[src/rtl/ccfc_pkg.sv]
`timescale 1ns / 1ps
// Shared constants, types and codes for the capture frequency color classifier.
// Used by ccfc_div and capture_frequency_color_classifier_unit; depends on nothing.

package ccfc_pkg;

  // Block constants.
  localparam int WINDOW     = 200;
  localparam int CLOCK_HZ   = 8000000;
  localparam int STAMP_BITS = 16;

  // Field widths.
  localparam int STAMP_W   = 16;
  localparam int VAL_W     = 23;
  localparam int COLOR_W   = 3;
  localparam int SERVO_W   = 8;
  localparam int CFG_NUM   = 8;
  localparam int CFG_IDX_W = 4;
  localparam int CFG_SEL_W = 3;

  // Ring addressing and running sum.
  localparam int RING_AW = (WINDOW > 1) ? $clog2(WINDOW) : 1;
  localparam int SUM_W   = VAL_W + RING_AW;

  // Sample divider sizing: the dividend is CLOCK_HZ, the divisor an interval. The
  // quotient keeps at least one bit above the sample field so that saturation can be
  // seen. Two quotient bits per cycle.
  localparam int CLK_W      = $clog2(CLOCK_HZ + 1);
  localparam int DIVIDEND_W = (CLK_W > VAL_W) ? CLK_W : VAL_W + 1;
  localparam int DIV_W      = ((DIVIDEND_W + 1) / 2) * 2;
  localparam int DIVISOR_W  = STAMP_BITS;

  // Average by reciprocal multiplication: floor(sum / WINDOW) equals
  // (sum * AVG_RECIP) >> AVG_SHIFT for every SUM_W-bit sum.
  localparam int     AVG_SHIFT = SUM_W + RING_AW;
  localparam longint AVG_RECIP = ((longint'(1) << AVG_SHIFT) + longint'(WINDOW) - 1) /
                                 longint'(WINDOW);
  localparam int     RECIP_W   = $clog2(AVG_RECIP + 1);

  // Servo compare values.
  localparam logic [SERVO_W-1:0] SERVO_IDLE      = 8'd150;
  localparam logic [SERVO_W-1:0] SERVO_PICK      = 8'd80;
  localparam logic [SERVO_W-1:0] SERVO_PICK_BLUE = 8'd60;

  // Configuration register indexes.
  localparam logic [CFG_SEL_W-1:0] REG_RED_LOW     = 3'd0;
  localparam logic [CFG_SEL_W-1:0] REG_RED_HIGH    = 3'd1;
  localparam logic [CFG_SEL_W-1:0] REG_GREEN_LOW   = 3'd2;
  localparam logic [CFG_SEL_W-1:0] REG_GREEN_HIGH  = 3'd3;
  localparam logic [CFG_SEL_W-1:0] REG_BLUE_LOW    = 3'd4;
  localparam logic [CFG_SEL_W-1:0] REG_BLUE_HIGH   = 3'd5;
  localparam logic [CFG_SEL_W-1:0] REG_WHITE_ABOVE = 3'd6;
  localparam logic [CFG_SEL_W-1:0] REG_WHITE_BELOW = 3'd7;

  localparam logic [VAL_W-1:0] CFG_RESET [CFG_NUM] = '{
    23'd5900, 23'd6600, 23'd5000, 23'd5500, 23'd3500, 23'd4200, 23'd7000, 23'd2850
  };

  typedef enum logic [COLOR_W-1:0] {
    COL_NONE  = 3'd0,
    COL_RED   = 3'd1,
    COL_GREEN = 3'd2,
    COL_BLUE  = 3'd3,
    COL_WHITE = 3'd4
  } color_t;

  typedef enum logic [2:0] {
    ST_IDLE,
    ST_SAMPLE,
    ST_AVG,
    ST_EMIT
  } state_t;

  typedef struct packed {
    logic                 start;
    logic [DIV_W-1:0]     dividend;
    logic [DIVISOR_W-1:0] divisor;
  } div_req_t;

endpackage

[src/rtl/ccfc_div.sv]
`timescale 1ns / 1ps
// Iterative unsigned restoring divider, two quotient bits per cycle.
// Depends on ccfc_pkg for widths and the request struct.

module ccfc_div (
  input  logic                         clk,
  input  logic                         rst_n,
  input  ccfc_pkg::div_req_t           req,
  output logic                         busy,
  output logic                         done,
  output logic [ccfc_pkg::DIV_W-1:0]   quotient
);
  import ccfc_pkg::*;

  localparam int STEPS = DIV_W / 2;
  localparam int CNT_W = (STEPS > 1) ? $clog2(STEPS) : 1;

  logic [DIV_W-1:0]     quot_r;
  logic [DIVISOR_W-1:0] rem_r;
  logic [DIVISOR_W-1:0] dvs_r;
  logic [CNT_W-1:0]     cnt_r;
  logic                 busy_r;
  logic                 done_r;

  logic [DIV_W-1:0]     quot_v;
  logic [DIVISOR_W-1:0] rem_v;
  logic [DIVISOR_W:0]   shifted;

  // Two dependent shift-compare-subtract steps.
  always_comb begin
    quot_v  = quot_r;
    rem_v   = rem_r;
    shifted = '0;
    for (int i = 0; i < 2; i++) begin
      shifted = {rem_v, quot_v[DIV_W-1]};
      quot_v  = {quot_v[DIV_W-2:0], 1'b0};
      if (shifted >= {1'b0, dvs_r}) begin
        shifted   = shifted - {1'b0, dvs_r};
        quot_v[0] = 1'b1;
      end
      rem_v = shifted[DIVISOR_W-1:0];
    end
  end

  always_ff @(posedge clk) begin
    if (!rst_n) begin
      busy_r <= 1'b0;
      done_r <= 1'b0;
      cnt_r  <= '0;
    end else begin
      done_r <= 1'b0;
      if (req.start) begin
        busy_r <= 1'b1;
        cnt_r  <= '0;
      end else if (busy_r) begin
        cnt_r <= cnt_r + 1'b1;
        if (cnt_r == CNT_W'(STEPS - 1)) begin
          busy_r <= 1'b0;
          done_r <= 1'b1;
        end
      end
    end
  end

  always_ff @(posedge clk) begin
    if (req.start) begin
      quot_r <= req.dividend;
      rem_r  <= '0;
      dvs_r  <= req.divisor;
    end else if (busy_r) begin
      quot_r <= quot_v;
      rem_r  <= rem_v;
    end
  end

  assign busy     = busy_r;
  assign done     = done_r;
  assign quotient = quot_r;

endmodule

[config.mk]
export PLATFORM = sky130hd
export DESIGN_NAME = ccfc_div
export DESIGN_NICKNAME = d
export VERILOG_FILES = /design/src/rtl/ccfc_pkg.sv /design/src/rtl/ccfc_div.sv
export SDC_FILE = /design/constraint.sdc
export NUM_CORES = 1
export LEC_CHECK = 0
export ABC_AREA = 0
export BUFFER_PORTS_ARGS = -buffer_cell sky130_fd_sc_hd__buf_2
export CORE_ASPECT_RATIO = 0.6
export CORE_UTILIZATION = 30
export DETAILED_ROUTE_END_ITERATION = 6
export GPL_TIMING_DRIVEN = 0
export HOLD_SLACK_MARGIN = 0.03
export PLACE_DENSITY = 0.53
export SLEW_MARGIN = 20
export SYNTH_ARGS = -nofsm -noshare
export SYNTH_HDL_FRONTEND = slang
export SYNTH_SLANG_ARGS = --single-unit
[constraint.sdc]
create_clock -name clk -period 5.5 [get_ports clk]
set_input_delay 0.55 -clock clk [delete_from_list [all_inputs] [get_ports clk]]
set_output_delay 0.55 -clock clk [all_outputs]
set_load 0.01 [all_outputs]
==> results.yml, run 1 <==
cts:
  cts_made_buffers: 9
  cts_max_level: 3
  cts_hold_buf: 0
  cts_tree: "done"
  cts-root-buf: "clkbuf_16"
  post_cts_buffers: 0
  clock_latency_ps: 340
  cts.path.max_buffers: 2
  clkSinkCount: 62
  clk_pin_slew_ps: 60
synth:
  syn_nets: 495
  ys_warn_count: 0
  synth_flop_cell: "edfxtp_1"
  synth_edf_count: 40
  synth_largest_area_cell: "edfxtp_1"
  synthArstFlopShare_pct: 0
  ys_seq_area_share_pct: 38.3
  synth_top_area_share_pct: 28.0
  synth_cells: 417
  synth.avg_cell_area_um2: 10.3
  ys_types: 70
  ys_ff_latch: 62
  yosys-top-cells-area: "edfxtp_1, dfxtp_1, ha_1"
  syn_area_mm2: 0.00429
drt:
  routed_via_density: 5.17
  drtAntennaViolNets: 0
  dr_total_vias: 3582
  drc_errors: 0
  drt_wl_total_mm: 12.3
  first_pass_iters: 5
  avgRoutedWirePerCell_um: 17.8
  drtIter0Drc: 292
layout:
  area_growth_pct: 21.3
  final_util_pct: 37.7
  drive_gt1_share_pct: 29.5
  layout_commonest_cell: "buf_2"
  final_cell_mix: "buf_2, edfxtp_1, nor2_1, ha_1, mux2_2"
  layout.nets: 574
  diodes: 0
setup_path:
  cp-start-kind: "register"
  arrival_ps: 5270
  crit_buf_inv: 3
  crit_required_ps: 5600
  crit_chain: "inv_1 > ha_1 > buf_6 > nand2_4 > or3_4 > o41a_1 > o21ai_2 > buf_6 > mux2_2 > ha_1 > a21o_1 > a21oi_1 > o21ai_0 > nor3b_1 > a2bb2oi_2 > o21a_2 > nand2_1 > mux2_2"
  slowest_stage: "o41a_1"
  cp-end-kind: "register"
  crit_fanout: 10
  crit_type: "register to register"
  critPathMaxStageDelay_ps: 460
  cpLargestDelayFamily: "compound AO/OA/AOI/OAI gates"
grt:
  antenna_found_initial: 0
  grt_max_degree: 25
  grt_use_met1_pct: 27.2
  grt_use_met2_pct: 23.8
  track_usage_pct: 17.6
  grt-busiest-layer: "met1"
  use_met3_pct: 4.41
  grt_pass1_vias: 3472
  grt_pass1_wl_mm: 19.2
  gr-total-overflow: 0
worst_hold_path:
  hold_path_class: "primary input to register"
placement:
  dpl.hpwl_mm: 9.39
  port_buffers: 68
  pre_cts_slack_ps: -71.7
  gp_congestion: 0.875
timing:
  slew_viol_final: 0
  tightest_slew_ps: 920
  timing.final.ws_setup_ps: 330
  setup_viol: 0
  hold_viol_final: 0
  clock_skew_ps: 7.94
  max_slew_margin_pct: 38.6
  fin_crit_ps: 5170
  fin_crit_sh_pct: 94.0
  fmax_mhz: 193
  fin_tns_setup_ps: 0
  grt_setup_unrepaired: "false"
floorplanning:
  start_util_pct: 31.1
  die_h_um: 94.6
  die_area_mm2: 0.0148
  ios: 69
  core_area_mm2: 0.0138
  die_width_um: 156
  placementRows: 33
power:
  vdd_ir_drop_max_mv: 0.252
  leakagePower_nw: 2.13
  power.density_mw_per_mm2: 590
flow_run:
  drv_cap: 0
run_status:
  outcome: "completed"
registers in the layout, summed over array words and instances, names as in the netlist:
signal    cells
cnt_r         4
busy          1
done          1
rem_r        16
dvs_r        16
quotient     24
report_power, final:
group          switching, mW  internal [mW]  total, mW  leakage (nW)
clock                  0.231          0.356      0.588         0.147
sequential            0.0560          0.582      0.638         0.579
combinational           1.11          0.733       1.84          1.40
total                   1.40           1.67       3.07          2.13
routing by layer:
layer | vias up | wire, um | part of all wire [%]
met5 | - | 0 | 0
met4 | 0 | 108 | 0.88
met3 | 7 | 823 | 6.7
met2 | 98 | 4590 | 37
met1 | 1738 | 6790 | 55
li1 | 1739 | - | -
kinds of logic (layout without fill, tap and decap cells):
group	Yosys count	count (layout)	share of synthesized area (%)
AO/OA/AOI/OAI	106	106	18.6
multiplexers	35	35	9.11
AND/OR/NAND/NOR	115	115	13.6
flip-flops	62	62	38.3
adder cells (fa/ha/maj)	35	35	10.6
XOR/XNOR	24	24	4.90
buffers and inverters	40	124	4.90
cell type report:
cell class	count	area [um2]
Buffer	13	110
Clock buffer	9	225
Clock inverter	7	77.6
Fill cell	1381	8590
Inverter	27	101
Multi-Input combinational cell	315	2460
Sequential cell	62	1640
Tap cell	192	240
Timing Repair Buffer	68	340
synthesized netlist by cell type, drive strengths merged (2+ instances only):
master and instances:
o41ai 2, nor2b 5, a21oi 27, a21o 5
o21a 6, mux2 32, clkbuf 5, a311oi 3
a211o 3, nor2 34, o31a 2, and2 2
a2111oi 4, nand4 12, nand2b 3, fa 2
o311a 2, ha 33, inv 26, nand2 28
a211oi 7, o21ai 14, or3 2, nor4b 2
and3 2, o211ai 8, dfxtp 22, o31ai 2
edfxtp 40, xor2 9, o21bai 3, nor3 3
o311ai 3, mux2i 3, nand3 12, xnor2 15
a21boi 2, buf 8, nor4 5, a2bb2oi 2
timing repair:
action | CTS | global route
pin swaps | 0 | 0
gates resized for setup | 1 | 6
endpoints found under the setup margin | 5 | 17
cloned | 0 | 0
final timing paths:
path / start / end / slack [ps] / cells past startpoint
setup reg to reg: dvs_r[11] / quotient[0] / 330 / 18
hold / removal: req[7] / dvs_r[7] / 380 / 1
hold reg to reg: cnt_r[2] / done / 510 / 1
setup / recovery: dvs_r[11] / quotient[0] / 330 / 18
stage by stage:
step | cell area, um2 | hold slack (ps) | power [mW] | cells
2_1_floorplan | 4290 | 455 | 1.94 | 417
3_5_place_dp | 4870 | 496 | 2.41 | 677
6_report | 5200 | 381 | 3.07 | 693
4_1_cts | 5170 | 375 | 3.01 | 693
3_3_place_gp | 4870 | 483 | 2.38 | 677
5_1_grt | 5200 | 373 | 3.26 | 693
(Power assumes the default switching activity.)
==> inputs of run 2 (changes only) <==
--- a/config.mk
+++ b/config.mk
@@ -9,6 +9,7 @@
 export BUFFER_PORTS_ARGS = -buffer_cell sky130_fd_sc_hd__buf_2
 export CORE_ASPECT_RATIO = 0.6
 export CORE_UTILIZATION = 30
+export CTS_BUF_LIST = sky130_fd_sc_hd__clkbuf_8
 export DETAILED_ROUTE_END_ITERATION = 6
 export GPL_TIMING_DRIVEN = 0
 export HOLD_SLACK_MARGIN = 0.03
==> run 2 against run 1 <==
Compared with the run above: global-route usage shrank 0.072 points; first-iteration DRC count grew 4.8%; setup slack lost 14 ps; critical path depth is the same; routed wire length shrank 0.21%; sequential share of layout area grew 0.63 points; sequential cell count is the same; die area is the same; total power shrank 5.0%; final cell count is the same.
==> results.yml, run 2 (same netlist as run 1, synthesis figures left out) <==
run_status:
  outcome: "completed"
drt:
  dr_total_vias: 3636
  m1WireLength_mm: 6.66
  dr_wl_met2_mm: 4.62
  drtAntennaViolNets: 0
  drt_wl_total_mm: 12.3
  drc_errors: 0
  first_pass_iters: 5
  drtIter0Drc: 306
  avgRoutedWirePerCell_um: 17.7
  top_layer: "met4"
  routed_via_density: 5.25
  wl_met3_um: 887
timing:
  fin_worst_hold_slack_ps: 359
  fin_crit_ps: 5180
  tightest_slew_ps: 923
  max_slew_margin_pct: 38.4
  fin_tns_setup_ps: 0
  slew_viol_final: 0
  fin_crit_sh_pct: 94.2
  timing.final.ws_setup_ps: 317
  setup_viol: 0
  fmax_mhz: 193
  grt_setup_unrepaired: "false"
  clock_skew_ps: 11.0
  hold_viol_final: 0
layout:
  layout.nets: 574
  area_growth_pct: 18.9
  seqCellArea_mm2: 0.00164
  layout_commonest_cell: "buf_2"
  final_util_pct: 37.0
  stdcell_area_mm2: 0.00510
  fin_cells: 693
  diodes: 0
  final_cell_mix: "buf_2, edfxtp_1, nor2_1, ha_1, mux2_2"
  fillers: 1390
  multi_input_area_mm2: 0.00246
  largest_reg_flops: 24
  drive_gt1_share_pct: 29.5
placement:
  gp_congestion: 0.875
  placed_area_mm2: 0.00487
  port_buffers: 68
  dpl.hpwl_mm: 9.39
  dp.cells: 677
  pre_cts_slack_ps: -71.7
setup_path:
  crit_chain: "inv_1 > ha_1 > buf_6 > nand2_4 > or3_4 > o41a_1 > o21ai_2 > buf_6 > mux2_2 > ha_1 > a21o_1 > a21oi_1 > o21ai_0 > nor3b_1 > a2bb2oi_2 > o21a_2 > nand2_1 > mux2_2"
  timing.rr.end: "quotient[0]"
  arrival_ps: 5310
  critPathMaxStageDelay_ps: 460
  crit_required_ps: 5620
  ff2ff_path_depth: 18
  regToRegSetupSlack_ps: 320
  cp-end-kind: "register"
  cp-start-kind: "register"
  crit_type: "register to register"
  r2r_start: "dvs_r[11]"
  crit_fanout: 10
  slowest_stage: "o41a_1"
grt:
  grt_max_degree: 25
  grt_pass1_wl_mm: 19.2
  track_usage_pct: 17.6
  gr-total-overflow: 0
  antenna_found_initial: 0
  grt_pass1_vias: 3467
floorplanning:
  start_util_pct: 31.1
  placementRows: 33
  die_area_mm2: 0.0148
  die_width_um: 156
  die_h_um: 94.6
  core_area_mm2: 0.0138
  ios: 69
cts:
  cts_max_level: 3
  cts_tree: "done"
  cts.path.max_buffers: 2
  post_cts_buffers: 0
  cts_hold_buf: 0
  clk_pin_slew_ps: 80
  cts_made_buffers: 9
  clock_latency_ps: 360
  clkSinkCount: 62
  cts-root-buf: "clkbuf_8"
power:
  sequentialPowerShare_pct: 21.9
  combinationalPowerShare_pct: 63.5
  power.density_mw_per_mm2: 572
  finalPower_mw: 2.92
  switchingPower_mw: 1.39
  p_int_mw: 1.53
  vdd_ir_drop_max_mv: 0.222
  switching_share_pct: 47.6
  leakagePower_nw: 2.08
  clkPwrFrac_pct: 14.7
worst_hold_path:
  hold_end: "dvs_r[7]"
  hold_path_class: "primary input to register"
  hold_depth: 1
  hp-start: "req[7]"
flow_run:
  drv_cap: 0
[run 2: cell types whose count changed in the layout (fill, tap and decap cells not counted)]
cell / before / now
clkbuf_8: 0 / 9
clkbuf_16: 9 / 0
[run 2: repair_timing]
action / in CTS / in global routing
cloned: 0 / 0
setup endpoints to repair: 9 / 17
resized for setup: 1 / 6
[run 2: per-layer routing]
layer / up-vias / global-route usage (%)
li1: 1734 / -
met1: 1770 / 27.4
met2: 124 / 23.8
met3: 8 / 3.53
met4: 0 / 4.33
met5: - / 0
[run 2: power by group through the flow]
stage	sequential [mW]	clock, mW	combinational, mW
final	0.637	0.427	1.85
after global routing	0.647	0.454	2.00
after CTS	0.636	0.439	1.78
after detailed placement	0.645	0	1.76
after global placement	0.643	0	1.74
after floorplan	0.642	0	1.30
[run 2: final cells by class]
cell class / count / area share, %
buffer: 13 / 2.16
tap: 192 / 4.71
multi-input combinational: 315 / 48.3
inverter: 27 / 1.99
timing repair buffer: 68 / 6.67
clock buffer: 9 / 2.43
clock inverter: 7 / 1.52
sequential: 62 / 32.2
[run 2: worst max path at each step]
stage,start,endpoint,depth (start not counted)
CTS,dvs_r[11],quotient[0],18
global placement,dvs_r[10],quotient[0],17
finish,dvs_r[11],quotient[0],18
detailed placement,dvs_r[10],quotient[0],17
global route,dvs_r[11],quotient[0],18
floorplan,dvs_r[11],quotient[0],18
[run 2: worst max-delay path, delay by kind of cell (launching register included)]
kind | cells | cell delay, ps
flops | 1 | 340
mux | 2 | 690
buf+inv | 3 | 460
compound gates | 7 | 1880
simple gates | 4 | 1030
fa+ha+maj | 2 | 510
